### config.mk
export PLATFORM = sky130hd
export DESIGN_NAME = array_doubly_linked_list
export DESIGN_NICKNAME = d
export VERILOG_FILES = /design/src/hw/rtl/adll_pkg.sv /design/src/hw/rtl/array_doubly_linked_list.sv /design/src/hw/rtl/adll_ram.sv
export SDC_FILE = /design/constraint.sdc
export NUM_CORES = 2
export LEC_CHECK = 0
export BUFFER_PORTS_ARGS = -buffer_cell sky130_fd_sc_hd__buf_2
export CAP_MARGIN = 20
export CORE_MARGIN = 2
export CORE_UTILIZATION = 31
export CTS_BUF_LIST = sky130_fd_sc_hd__clkbuf_8
export DETAILED_ROUTE_END_ITERATION = 6
export SLEW_MARGIN = 15
export SYNTH_ARGS = -nofsm -noshare
export SYNTH_HDL_FRONTEND = slang
export SYNTH_SLANG_ARGS = --single-unit
### constraint.sdc
create_clock -name clock -period 15.84 [get_ports clock]
set_clock_uncertainty 0.1 [all_clocks]
set_input_delay 1.584 -clock clock [delete_from_list [all_inputs] [get_ports clock]]
set_output_delay 1.584 -clock clock [all_outputs]
set_load 0.01 [all_outputs]
### src/hw/rtl/adll_pkg.sv
// Package for the array-backed doubly linked list.
// Request codes, status codes, record type. No dependencies.
package adll_pkg;
   localparam int SLOTS_DEF = 16;
   typedef enum logic [3:0] {
      REQ_ADDFIRST = 4'd0, REQ_ADDAFTER = 4'd1, REQ_ADDLAST = 4'd2,
      REQ_DELFIRST = 4'd3, REQ_DELAFTER = 4'd4, REQ_DELLAST = 4'd5,
      REQ_DELALL = 4'd6, REQ_SORT = 4'd7, REQ_READ = 4'd8
   } req_type;
   typedef enum logic [1:0] {
      ST_OK = 2'd0, ST_FULL = 2'd1, ST_EMPTY = 2'd2, ST_BAD = 2'd3
   } status_type;
   localparam int REC_W = 8 + 64 + 16 + 20;
   typedef struct packed {
      logic [19:0] price;
      logic [15:0] stock;
      logic [63:0] name;
      logic [7:0]  number;
   } rec_type;
endpackage

### src/hw/rtl/array_doubly_linked_list.sv
// Doubly linked list held in a fixed slot store.
// Uses adll_pkg and adll_ram (record memory, link memory).
//
// Usage: one request beat enters on req_* (tdata fields from bit 0: slot_index,
// item_number, item_name, stock_count, unit_price; tuser carries req_type).
// One response beat leaves on rsp_* for every request. The block works on one
// request at a time: req_tready is high only while the sequencer is idle.
// Requests answered by a status check alone take the shortest path; reads and
// single inserts/deletes also wait on the registered read data of the record
// and link memories and on the read-modify-write of up to three link words.
// Delete all clears one link pair per cycle. Sort walks the list with an
// exchange sort: n*(n-1)/2 compared pairs, each with or without an exchange.
// The next request is taken in the cycle after the response beat.
// The lowest free slot comes from a priority encoder over busy flags.
// Reset clears busy flags, head, tail and count; memory contents are left.
// A held response stalls the block: no new request is taken until the
// response beat is accepted.
module array_doubly_linked_list
   import adll_pkg::*;
#(
   parameter int SLOTS = SLOTS_DEF
) (
   input  logic         clock,
   input  logic         reset,
   input  logic         req_tvalid,
   output logic         req_tready,
   // slot_index[3:0], item_number[11:4], item_name[75:12],
   // stock_count[91:76], unit_price[111:92]
   input  logic [111:0] req_tdata,
   // req_type[3:0]
   input  logic [3:0]   req_tuser,
   output logic         rsp_tvalid,
   input  logic         rsp_tready,
   // used_slot[3:0], entry_count[8:4], head_slot[13:9], tail_slot[18:14],
   // read_number[26:19], read_name[90:27], read_stock[106:91],
   // read_price[126:107], read_prev[131:127], read_next[136:132]
   output logic [143:0] rsp_tdata,
   // status[1:0]
   output logic [1:0]   rsp_tuser
);
   localparam int AW = $clog2(SLOTS);
   localparam int LW = $clog2(SLOTS + 2);
   localparam logic [LW-1:0] NONE = LW'(SLOTS);
   localparam logic [LW-1:0] FREE = LW'(SLOTS + 1);

   typedef enum logic [4:0] {
      S_IDLE, S_RD1, S_RD1W, S_DO1, S_RD2W, S_DO2, S_WRX, S_CLR,
      S_SP, S_SPW, S_SN, S_SNW, S_SCMP, S_SW1, S_SNXT, S_SNXTW, S_SPNXTW,
      S_RSP
   } state_type;

   state_type        state_ff;
   logic [SLOTS-1:0] busy_ff;
   logic [LW-1:0]    head_ff, tail_ff;
   logic [LW-1:0]    count_ff;
   logic [3:0]       op_ff;
   logic [3:0]       idx_ff;
   rec_type          inrec_ff;
   logic [AW-1:0]    s_ff, h_ff, a_ff;
   logic [LW-1:0]    n_ff;
   logic [AW:0]      clr_ff;
   rec_type          prec_ff;
   logic [LW-1:0]    pnext_ff;
   logic [1:0]       st_ff;
   logic [3:0]       used_ff;
   rec_type          rrec_ff;
   logic [LW-1:0]    rprev_ff, rnext_ff;

   // record memory
   logic          rw_en;
   logic [AW-1:0] rw_addr, rr_addr;
   rec_type       rw_data, rr_data;
   // link memory {prev,next}
   logic            lw_en;
   logic [AW-1:0]   lw_addr, lr_addr;
   logic [2*LW-1:0] lw_data, lr_data;
   logic [LW-1:0]   lr_prev, lr_next;

   adll_ram #(.WIDTH(REC_W), .DEPTH(SLOTS)) u_rec (
      .clock, .wr_en(rw_en), .wr_addr(rw_addr), .wr_data(rw_data),
      .rd_addr(rr_addr), .rd_data(rr_data));
   adll_ram #(.WIDTH(2*LW), .DEPTH(SLOTS)) u_lnk (
      .clock, .wr_en(lw_en), .wr_addr(lw_addr), .wr_data(lw_data),
      .rd_addr(lr_addr), .rd_data(lr_data));
   assign lr_prev = lr_data[2*LW-1:LW];
   assign lr_next = lr_data[LW-1:0];

   logic [AW-1:0] free_slot;
   always_comb begin
      free_slot = '0;
      for (int i = SLOTS - 1; i >= 0; i--) begin
         if (!busy_ff[i]) free_slot = AW'(i);
      end
   end

   logic full, idx_ok;
   assign full   = (count_ff == LW'(SLOTS));
   assign idx_ok = ({1'b0, idx_ff} < 5'(SLOTS)) && busy_ff[AW'(idx_ff)];

   // second pending link write (registered) for add-after and delete-after
   logic            x_en_ff;
   logic [AW-1:0]   x_addr_ff;
   logic [2*LW-1:0] x_data_ff;

   assign req_tready = (state_ff == S_IDLE);

   always_ff @(posedge clock) begin
      rw_en  <= 1'b0;
      lw_en  <= 1'b0;
      if (reset) begin
         state_ff   <= S_IDLE;
         busy_ff    <= '0;
         head_ff    <= NONE;
         tail_ff    <= NONE;
         count_ff   <= '0;
         rsp_tvalid <= 1'b0;
         x_en_ff    <= 1'b0;
      end else begin
         unique case (state_ff)
            S_IDLE: begin
               if (req_tvalid) begin
                  op_ff           <= req_tuser;
                  idx_ff          <= req_tdata[3:0];
                  inrec_ff.number <= req_tdata[11:4];
                  inrec_ff.name   <= req_tdata[75:12];
                  inrec_ff.stock  <= req_tdata[91:76];
                  inrec_ff.price  <= req_tdata[111:92];
                  st_ff    <= ST_OK;
                  used_ff  <= '0;
                  rrec_ff  <= '0;
                  rprev_ff <= '0;
                  rnext_ff <= '0;
                  x_en_ff  <= 1'b0;
                  state_ff <= S_RD1;
               end
            end
            S_RD1: begin
               s_ff <= free_slot;
               state_ff <= S_RSP;
               unique case (op_ff)
                  REQ_ADDFIRST, REQ_ADDLAST: begin
                     if (full) st_ff <= ST_FULL;
                     else state_ff <= S_DO1;
                  end
                  REQ_ADDAFTER, REQ_DELAFTER: begin
                     if (op_ff == REQ_ADDAFTER && full) st_ff <= ST_FULL;
                     else if (op_ff == REQ_DELAFTER && head_ff == NONE)
                        st_ff <= ST_EMPTY;
                     else if (!idx_ok) st_ff <= ST_BAD;
                     else begin
                        lr_addr <= AW'(idx_ff);
                        state_ff <= S_RD1W;
                     end
                  end
                  REQ_DELFIRST, REQ_DELLAST: begin
                     if (head_ff == NONE) st_ff <= ST_EMPTY;
                     else begin
                        lr_addr <= (op_ff == REQ_DELFIRST) ? AW'(head_ff) : AW'(tail_ff);
                        state_ff <= S_RD1W;
                     end
                  end
                  REQ_DELALL: begin
                     clr_ff <= '0;
                     state_ff <= S_CLR;
                  end
                  REQ_SORT: begin
                     if (head_ff != NONE) begin
                        a_ff <= AW'(head_ff);
                        state_ff <= S_SP;
                     end
                  end
                  REQ_READ: begin
                     if ({1'b0, idx_ff} >= 5'(SLOTS)) st_ff <= ST_BAD;
                     else if (!busy_ff[AW'(idx_ff)]) begin
                        rprev_ff <= FREE;
                        rnext_ff <= FREE;
                     end else begin
                        lr_addr <= AW'(idx_ff);
                        rr_addr <= AW'(idx_ff);
                        state_ff <= S_RD1W;
                     end
                  end
                  default: ;
               endcase
            end
            S_RD1W: state_ff <= S_DO1;
            S_DO1: begin
               state_ff <= S_RSP;
               unique case (op_ff)
                  REQ_ADDFIRST, REQ_ADDLAST: begin
                     busy_ff[s_ff] <= 1'b1;
                     count_ff <= count_ff + 1'b1;
                     used_ff  <= 4'(s_ff);
                     rw_en <= 1'b1; rw_addr <= s_ff; rw_data <= inrec_ff;
                     lw_en <= 1'b1; lw_addr <= s_ff;
                     if (op_ff == REQ_ADDFIRST) begin
                        lw_data <= {NONE, head_ff};
                        head_ff <= LW'(s_ff);
                        if (head_ff == NONE) tail_ff <= LW'(s_ff);
                        else begin
                           lr_addr <= AW'(head_ff);
                           h_ff <= AW'(head_ff);
                           state_ff <= S_RD2W;
                        end
                     end else begin
                        lw_data <= {tail_ff, NONE};
                        tail_ff <= LW'(s_ff);
                        if (tail_ff == NONE) head_ff <= LW'(s_ff);
                        else begin
                           lr_addr <= AW'(tail_ff);
                           h_ff <= AW'(tail_ff);
                           state_ff <= S_RD2W;
                        end
                     end
                  end
                  REQ_ADDAFTER: begin
                     busy_ff[s_ff] <= 1'b1;
                     count_ff <= count_ff + 1'b1;
                     used_ff  <= 4'(s_ff);
                     rw_en <= 1'b1; rw_addr <= s_ff; rw_data <= inrec_ff;
                     lw_en <= 1'b1; lw_addr <= s_ff;
                     lw_data <= {LW'(idx_ff), lr_next};
                     x_en_ff <= 1'b1; x_addr_ff <= AW'(idx_ff);
                     x_data_ff <= {lr_prev, LW'(s_ff)};
                     if (lr_next == NONE) tail_ff <= LW'(s_ff);
                     else begin
                        n_ff <= lr_next;
                        h_ff <= AW'(lr_next);
                        lr_addr <= AW'(lr_next);
                        state_ff <= S_RD2W;
                     end
                     if (lr_next == NONE) state_ff <= S_WRX;
                  end
                  REQ_DELFIRST: begin
                     h_ff <= AW'(head_ff);
                     used_ff <= 4'(head_ff);
                     busy_ff[AW'(head_ff)] <= 1'b0;
                     count_ff <= count_ff - 1'b1;
                     lw_en <= 1'b1; lw_addr <= AW'(head_ff); lw_data <= {FREE, FREE};
                     if (lr_next == NONE) begin
                        head_ff <= NONE; tail_ff <= NONE;
                     end else begin
                        head_ff <= lr_next;
                        lr_addr <= AW'(lr_next);
                        h_ff <= AW'(lr_next);
                        state_ff <= S_RD2W;
                     end
                  end
                  REQ_DELLAST: begin
                     used_ff <= 4'(tail_ff);
                     busy_ff[AW'(tail_ff)] <= 1'b0;
                     count_ff <= count_ff - 1'b1;
                     lw_en <= 1'b1; lw_addr <= AW'(tail_ff); lw_data <= {FREE, FREE};
                     if (lr_prev == NONE) begin
                        head_ff <= NONE; tail_ff <= NONE;
                     end else begin
                        tail_ff <= lr_prev;
                        lr_addr <= AW'(lr_prev);
                        h_ff <= AW'(lr_prev);
                        state_ff <= S_RD2W;
                     end
                  end
                  REQ_DELAFTER: begin
                     if (lr_next == NONE) st_ff <= ST_BAD;
                     else begin
                        pnext_ff <= lr_prev;
                        h_ff <= AW'(lr_next);
                        lr_addr <= AW'(lr_next);
                        state_ff <= S_RD2W;
                     end
                  end
                  REQ_READ: begin
                     rrec_ff  <= rr_data;
                     rprev_ff <= lr_prev;
                     rnext_ff <= lr_next;
                  end
                  default: ;
               endcase
            end
            S_RD2W: state_ff <= S_DO2;
            S_DO2: begin
               state_ff <= S_RSP;
               lw_en <= 1'b1;
               lw_addr <= h_ff;
               unique case (op_ff)
                  REQ_ADDFIRST: lw_data <= {LW'(s_ff), lr_next};
                  REQ_ADDLAST:  lw_data <= {lr_prev, LW'(s_ff)};
                  REQ_ADDAFTER: lw_data <= {LW'(s_ff), lr_next};
                  REQ_DELFIRST: lw_data <= {NONE, lr_next};
                  REQ_DELLAST:  lw_data <= {lr_prev, NONE};
                  REQ_DELAFTER: begin
                     // h_ff is the victim; relink anchor and successor
                     lw_data <= {FREE, FREE};
                     used_ff <= 4'(h_ff);
                     busy_ff[h_ff] <= 1'b0;
                     count_ff <= count_ff - 1'b1;
                     x_en_ff <= 1'b1; x_addr_ff <= AW'(idx_ff);
                     x_data_ff <= {pnext_ff, lr_next};
                     if (lr_next == NONE) begin
                        tail_ff <= LW'(idx_ff);
                        state_ff <= S_WRX;
                     end else begin
                        n_ff <= lr_next;
                        a_ff <= AW'(lr_next);
                        lr_addr <= AW'(lr_next);
                        state_ff <= S_SPNXTW;
                     end
                  end
                  default: ;
               endcase
               if (op_ff == REQ_ADDAFTER) state_ff <= S_WRX;
            end
            S_SPNXTW: state_ff <= S_SNXTW;
            S_SNXTW: begin
               // successor of deleted entry: prev <- anchor
               lw_en <= 1'b1; lw_addr <= a_ff;
               lw_data <= {LW'(idx_ff), lr_next};
               state_ff <= S_WRX;
            end
            S_WRX: begin
               if (x_en_ff) begin
                  lw_en <= 1'b1; lw_addr <= x_addr_ff; lw_data <= x_data_ff;
               end
               x_en_ff <= 1'b0;
               state_ff <= S_RSP;
            end
            S_CLR: begin
               lw_en <= 1'b1; lw_addr <= clr_ff[AW-1:0]; lw_data <= {FREE, FREE};
               clr_ff <= clr_ff + 1'b1;
               if (clr_ff == (AW+1)'(SLOTS - 1)) begin
                  busy_ff <= '0; count_ff <= '0;
                  head_ff <= NONE; tail_ff <= NONE;
                  state_ff <= S_RSP;
               end
            end
            // sort: outer a_ff, inner h_ff
            S_SP: begin
               rr_addr <= a_ff; lr_addr <= a_ff;
               state_ff <= S_SPW;
            end
            S_SPW: state_ff <= S_SN;
            S_SN: begin
               prec_ff <= rr_data;
               pnext_ff <= lr_next;
               if (lr_next == NONE) state_ff <= S_RSP;
               else begin
                  h_ff <= AW'(lr_next);
                  rr_addr <= AW'(lr_next); lr_addr <= AW'(lr_next);
                  state_ff <= S_SNW;
               end
            end
            S_SNW: state_ff <= S_SCMP;
            S_SCMP: begin
               n_ff <= lr_next;
               state_ff <= S_SNXT;
               if (prec_ff.price < rr_data.price) begin
                  rw_en <= 1'b1; rw_addr <= h_ff; rw_data <= prec_ff;
                  prec_ff <= rr_data;
                  state_ff <= S_SW1;
               end
            end
            S_SW1: begin
               rw_en <= 1'b1; rw_addr <= a_ff; rw_data <= prec_ff;
               state_ff <= S_SNXT;
            end
            S_SNXT: begin
               if (n_ff == NONE) begin
                  a_ff <= AW'(pnext_ff);
                  state_ff <= S_SP;
               end else begin
                  h_ff <= AW'(n_ff);
                  rr_addr <= AW'(n_ff); lr_addr <= AW'(n_ff);
                  state_ff <= S_SNW;
               end
            end
            S_RSP: begin
               if (!rsp_tvalid) rsp_tvalid <= 1'b1;
               else if (rsp_tready) begin
                  rsp_tvalid <= 1'b0;
                  state_ff <= S_IDLE;
               end
            end
            default: state_ff <= S_IDLE;
         endcase
      end
   end

   assign rsp_tuser = st_ff;
   assign rsp_tdata = {7'd0, 5'(rnext_ff), 5'(rprev_ff), rrec_ff.price, rrec_ff.stock,
                       rrec_ff.name, rrec_ff.number, 5'(tail_ff), 5'(head_ff),
                       5'(count_ff), used_ff};
endmodule

### src/hw/rtl/adll_ram.sv
// Generic single-port-write, single-read RAM with registered read data.
// No dependencies.
module adll_ram #(
   parameter int WIDTH = 8,
   parameter int DEPTH = 16
) (
   input  logic                     clock,
   input  logic                     wr_en,
   input  logic [$clog2(DEPTH)-1:0] wr_addr,
   input  logic [WIDTH-1:0]         wr_data,
   input  logic [$clog2(DEPTH)-1:0] rd_addr,
   output logic [WIDTH-1:0]         rd_data
);
   logic [WIDTH-1:0] mem [DEPTH];
   always_ff @(posedge clock) begin
      if (wr_en) begin
         mem[wr_addr] <= wr_data;
      end
      rd_data <= mem[rd_addr];
   end
endmodule

# After elaboration in Yosys (flattened, before gate mapping)
# Memory sizes are Yosys's and may differ from the RTL's. A register that Yosys moved wholly into a read port is not among the register bits.
# Cells that the tools add are included.
classes:
  bitwise: 8
  order_cmp: 10
  eq_ne: 81
  n_mux: 172
  addsub: 3
  n_reduce_logical: 61
op_table:
  columns: ["cell", "n"]
  rows:
  - ["$mux W108", 5]
  - ["$pmux W108 S2", 2]
  - ["$pmux W108 S3", 1]
  - ["$mux W5", 44]
  - ["$mux W4", 36]
  - ["$pmux W10 S5", 2]
  - ["$pmux W16 S3", 2]
  - ["$pmux W5 S18", 1]
  - ["$pmux W5 S3", 6]
  - ["$pmux W4 S3", 7]
  - ["$and A16 B16 Y16", 3]
  - ["$not A16 Y16", 3]
  - ["$eq A5 B4 Y1 const B", 9]
  - ["$reduce_and A4 Y1", 11]
  - ["$ne A2 B2 Y1 const B", 21]
  - ["$eq A5 B5 Y1 const B", 8]
  - ["$mux W10", 4]
  - ["$pmux W5 S2", 4]
  - ["$pmux W5 S4", 2]
  - ["$mux W16", 2]
  - ["$pmux W4 S4", 2]
  - ["$ne A3 B3 Y1 const B", 10]
  - ["$pmux W10 S3", 1]
  - ["$pmux W5 S6", 1]
  - ["51 further kinds", 148]
totals:
  n_memories: 2
  in_bits: 120
  reg_bits: 563
  out_inout_bits: 148
  ram_bits: 1888
memory_table:
  columns: ["memory", "words", "width", "rd", "rd_clocked_by_memory_dff", "write_ports", "line_no", "rtl"]
  rows:
  - ["u_rec.mem", 16, 108, 1, 1, 1, "adll_ram.sv:14", "logic [WIDTH-1:0] mem [DEPTH];"]
  - ["u_lnk.mem", 16, 10, 1, 1, 1, "adll_ram.sv:14", null]

# Logic depth before layout (Yosys ltp)
logic_depth:
  word_depth: 15
  mapped_depth: 10
  ltp_nobuf: 9

# Cells and area by module
# A second synthesis with hierarchy kept.
hier_totals:
  cells_unflattened: 5007
  hier_area_um2: 97054.3
by_module_without_submodules:
  columns: ["mod", "instances", "seq_area_each_um2", "area_each_um2", "cells_per_inst"]
  rows:
  - ["adll_ram at u_rec", 1, 54051.8, 66785.3, 2762]
  - ["array_doubly_linked_list", 1, 16505.8, 23915.4, 1966]
  - ["adll_ram at u_lnk", 1, 5004.8, 6353.6, 279]

# Worst setup path after synthesis
# No wires, ideal clock.
synth_timing:
  path_type: "in2reg"
  from: "input port reset"
  to: "register rw_addr[0], enable pin"
  arrival_ns: 9.540
  n_path_buf: 2
  path_slack_ns: 5.480
  cell_stages: 3
  setup_ns: 0.720
  path_cell_list: "clkbuf_1 > clkbuf_1 > nor3_1"
synth_via:
  elab_chain_len: 2
synth_rtl:
  columns: ["item", "line_no", "rtl"]
  rows:
  - ["start, declared", "array_doubly_linked_list.sv:24", "input logic reset,"]
  - ["$not A1 Y1 (no source line)", null, null]
  - ["$reduce_and A4 Y1 (no source line)", null, null]
  - ["end signal, assigned", "array_doubly_linked_list.sv:194", "rw_en <= 1'b1; rw_addr <= s_ff; rw_data <= inrec_ff;"]
  - ["end signal, assigned", "array_doubly_linked_list.sv:220", "rw_en <= 1'b1; rw_addr <= s_ff; rw_data <= inrec_ff;"]
  - ["end signal, assigned", "array_doubly_linked_list.sv:357", "rw_en <= 1'b1; rw_addr <= h_ff; rw_data <= prec_ff;"]
  - ["end, declared", "array_doubly_linked_list.sv:71", "logic [AW-1:0] rw_addr, rr_addr;"]
# No other way between the ends.
# A chain may end at the register's enable or synchronous reset.

# Worst setup path after layout
layout_timing:
  from: "register state_ff[0]"
  to: "register n_ff[2], enable pin"
layout_via:
  elab_chain_len: 3
  elab_cells_between_ends: 7
  classes_between: "eq/ne (5); reduce/logical (2)"
layout_rtl:
  columns: ["item", "line_no", "rtl"]
  rows:
  - ["start, declared", "array_doubly_linked_list.sv:52", "state_type state_ff;"]
  - ["start signal, assigned", "array_doubly_linked_list.sv:111", "state_ff <= S_IDLE;"]
  - ["start signal, assigned", "array_doubly_linked_list.sv:134", "state_ff <= S_RD1;"]
  - ["start signal, assigned", "array_doubly_linked_list.sv:139", "state_ff <= S_RSP;"]
  - ["$eq A5 B2 Y1, or another cell as far along", "array_doubly_linked_list.sv:119", "unique case (state_ff)"]
  - ["$ne A2 B2 Y1 (no source line) or $reduce_bool A3 Y1 (tied branches)", null, null]
  - ["$reduce_and A4 Y1 (no source line) (*)", null, null]
  - ["end signal, assigned", "array_doubly_linked_list.sv:227", "n_ff <= lr_next;"]
  - ["end signal, assigned", "array_doubly_linked_list.sv:303", "n_ff <= lr_next;"]
  - ["end signal, assigned", "array_doubly_linked_list.sv:354", "n_ff <= lr_next;"]
  - ["end, declared", "array_doubly_linked_list.sv:60", "logic [LW-1:0] n_ff;"]
# Every way passes the cells marked *; elsewhere a longest branch is shown, timed or not.

==> impl_metrics.py <==
metrics = {
    "yosys": {
        "syn_avg_cell_area_sq_um": 21.5,
        "synth_ff_type": "edfxtp_1",
        "syn-instance-count": 4525,
        "synth_edf_count": 2411,
        "seq_area_frac_synth": 0.778,
        "ys_seq_elements": 2569,
        "yosys_warnings": 0,
        "synth.top_cells.by_area": "edfxtp_1, mux4_2, dfxtp_1",
        "synth_top_area_share": 0.745,
        "synth_cell_type_count": 80,
        "async_flop_share": 0,
        "syn_area_sq_um": 97100,
        "yosys.area.top_type": "edfxtp_1",
    },
    "power_and_ir_drop": {
        "pwr_density_cell_nw_per_um2": 133,
        "clkPwrFrac": 0.369,
        "seq_power_share": 0.538,
        "internal_power_w": 0.0111,
        "p_leak_nw": 36.1,
        "switchingPower_w": 0.00373,
        "vdd_drop_max_mv": 0.0817,
        "finalPower_w": 0.0148,
        "p_comb_frac": 0.093,
        "p_sw_frac": 0.251,
    },
    "clocking": {
        "cts-root-buf": "clkbuf_8",
        "cts_sinks": 2569,
        "cts_tree": "done",
        "hold_buffers": 0,
        "insertion_delay_ns": 1.01,
        "cts_max_level": 5,
        "postCtsSetupBuffers": 0,
        "path_clk_slew_ns": 0.06,
        "cts-resized-gates": 0,
        "clock_path_buffers": 4,
        "cts_made_buffers": 407,
    },
    "place": {
        "post-dp-hpwl_um": 132000,
        "io_buffers": 260,
        "gp_congestion": 0.905,
    },
    "global_route": {
        "grt_overflow": 0,
        "antenna_found_initial": 23,
        "grt_pass1_wl_um": 359000,
        "grt_usage": 0.156,
        "grt_pass1_vias": 49545,
        "grt_max_degree": 158,
    },
    "timing": {
        "finalHoldViolCount": 0,
        "finalSetupViolCount": 0,
        "hold_ws_ns": 0.325,
        "drv_slew": 0,
        "period_share": 0.323,
        "fin_setup_tns_ns": 0,
        "max_freq_mhz": 195,
        "tightest_slew_ns": 1.13,
        "final.min_clock_period_ns": 5.12,
        "max-slew-margin-rel": 0.247,
        "rsz0062_at_grt": "false",
    },
    "run_status": {
        "status": "finished, final reports clean",
    },
    "final_layout": {
        "drive_gt1_frac": 0.310,
        "final_nets": 5199,
        "fill_cells": 28796,
        "areaGrowthSynthToFinish_pct": 15.1,
    },
    "detailed_routing": {
        "drt_iter0_drc": 5714,
        "wl_um": 252000,
        "vias": 48318,
        "vias_per_cell": 5.07,
        "wl_per_cell_um": 26.4,
        "firstDrtPassIters": 6,
        "drc": 0,
        "postRouteAntennaNets": 0,
    },
    "floorplan": {
        "start_util": 0.311,
        "io_pins": 268,
        "fp.dieW_um": 564,
        "rows": 205,
        "coreArea_sq_um": 312000,
        "die_height_um": 564,
        "die_area_sq_um": 318000,
    },
    "flow_run": {
        "max_cap_viol_count": 0,
    },
    "setup_path": {
        "cp-startpoint": "state_ff[0]$_SDFFE_PP0P_",
        "cpLargestDelayFamily": "simple AND/OR/NAND/NOR gates",
        "crit_fanout": 51,
        "worstRegToRegCells": 8,
        "critPathKind": "reg -> reg",
        "critical_path.slowest_cell": "nor3b_2",
        "cp-end-kind": "flip-flop",
        "start_kind": "flip-flop",
        "required_ns": 16.30,
        "path_buf_inv": 3,
        "crit_top_cell": "buf_4",
        "max_stage_delay_ns": 0.84,
        "reg2reg_from": "state_ff[0]$_SDFFE_PP0P_",
        "path_depth": 8,
        "worstPathCellList": "nor3b_2 -> buf_4 -> buf_4 -> nand2_1 -> buf_4 -> a21oi_1 -> nor2_1 -> nor4b_1",
        "cp.arrival_ns": 5.58,
    },
    "hold_path": {
        "min_from": "u_rec.rd_data[21]$_DFF_P_",
        "hp-class": "reg -> reg",
        "holdPathStages": 0,
    },
}
Yosys cell counts (5+ instances only):
library cell  count
nor3_1           35
mux2_2          108
mux4_2          592
nor4_1            8
a211o_1           6
o2111ai_1        11
clkbuf_1        160
ha_1             24
a31oi_1          27
a41oi_1           5
mux2i_1          11
nor2_1          126
and2_1           12
o211ai_1          7
inv_1            39
a211oi_1          6
a221o_1          12
a222oi_1          9
edfxtp_1       2411
o21ai_0          78
buf_4             9
nand2_1         141
a21oi_1         106
nand3_1          25
nand2b_1         22
nand3b_1          8
o221ai_1         10
a22oi_1          14
a221oi_1         10
a21o_1            8
a22o_1           11
buf_2            66
or3_1             8
and3_1          101
nand4_1           8
xnor2_1           6
o22ai_1           9
dfxtp_1         158
nor2b_1          23
buf_1            19
cells in the final DEF, fill, tap and decap left out, types with 12 or more instances in the layout:
master    Yosys  routed
clkinv_2      0      42
nand2_1     141     140
a21oi_1     106     106
buf_4         9      93
buf_2        66     260
clkbuf_8      0     473
o21ai_0      78      78
clkinv_1      0      55
and2_1       12      12
and3_1      101     100
a31oi_1      27      27
nand3_1      25      25
mux2_2      108     108
inv_1        39     186
nor2b_1      23      22
mux4_2      592     592
edfxtp_1   2411    2411
a221o_1      12      12
dfxtp_1     158     158
nor2_4        0      12
ha_1         24      24
nor2_1      126     113
nor3_1       35      24
nand2b_1     22      22
a22oi_1      14      14
logic make-up (layout without fill, tap and decap cells):
group	Yosys count	after routing	synth area share
flops	2569	2569	0.778
xor+xnor	8	8	0.000722
buf+inv	296	1160	0.0129
simple gates	544	544	0.0284
mux	714	714	0.152
other cells	1	10	0.0000386
compound gates	369	369	0.0251
fa+ha+maj	24	24	0.00309
path summary, 6_finish.rpt:
kind              slack [ns]                    end
setup / recovery       10.72      n_ff[2]$_DFFE_PP_
hold / removal          0.32  prec_ff[21]$_DFFE_PP_
setup reg to reg       10.72      n_ff[2]$_DFFE_PP_
hold reg to reg         0.32  prec_ff[21]$_DFFE_PP_
flip-flops by register name, summed over array words and instances, names as in the netlist, 10 cells and up:
signal and count:
u_rec.mem 1728, u_lnk.mem 160, inrec_ff 108, prec_ff 108
rsp_tdata 108, rw_data 108, u_rec.rd_data 108, busy_ff 16
lw_data 10, u_lnk.rd_data 10, x_data_ff 10
stage by stage:
stage / utilization / instance area, sq um / setup WS (ns) / instances
3_3_place_gp: 0.332 / 104000 / 10.96 / 8777
5_1_grt: 0.358 / 112000 / 10.52 / 9537
2_1_floorplan: - / 97100 / 5.48 / 4531
4_1_cts: 0.358 / 112000 / 10.75 / 9530
3_5_place_dp: 0.332 / 104000 / 10.75 / 8781
6_report: 0.358 / 112000 / 10.72 / 9538
final cells by class:
| type | instances | area (sq um) | share of cell area |
|---|---|---|---|
| clock inverter | 276 | 1480 | 0.0132 |
| multi-input combinational | 1666 | 20500 | 0.184 |
| timing repair buffer | 372 | 2340 | 0.0210 |
| clock buffer | 473 | 6510 | 0.0583 |
| inverter | 39 | 146 | 0.00131 |
| tap | 4140 | 5180 | 0.0464 |
| sequential | 2569 | 75600 | 0.676 |
| antenna | 3 | 7.51 | 0.0000672 |
metal layers:
layer | vias to the layer above | wire (um) | GRT usage
met5 | - | 22 | 0
met4 | 4 | 5560 | 0.0398
met3 | 452 | 19100 | 0.0322
met2 | 2150 | 120000 | 0.250
met1 | 25742 | 107000 | 0.215
li1 | 19970 | - | -
power by group through the flow:
stage          Clock [W]  Combinational, W  Sequential, W
2_1_floorplan          0          0.000805        0.00804
3_3_place_gp           0           0.00138        0.00812
3_5_place_dp           0           0.00139        0.00813
4_1_cts          0.00562           0.00140        0.00799
5_1_grt          0.00591           0.00149        0.00801
6_report         0.00547           0.00138        0.00798
(Power assumes the default switching activity.)
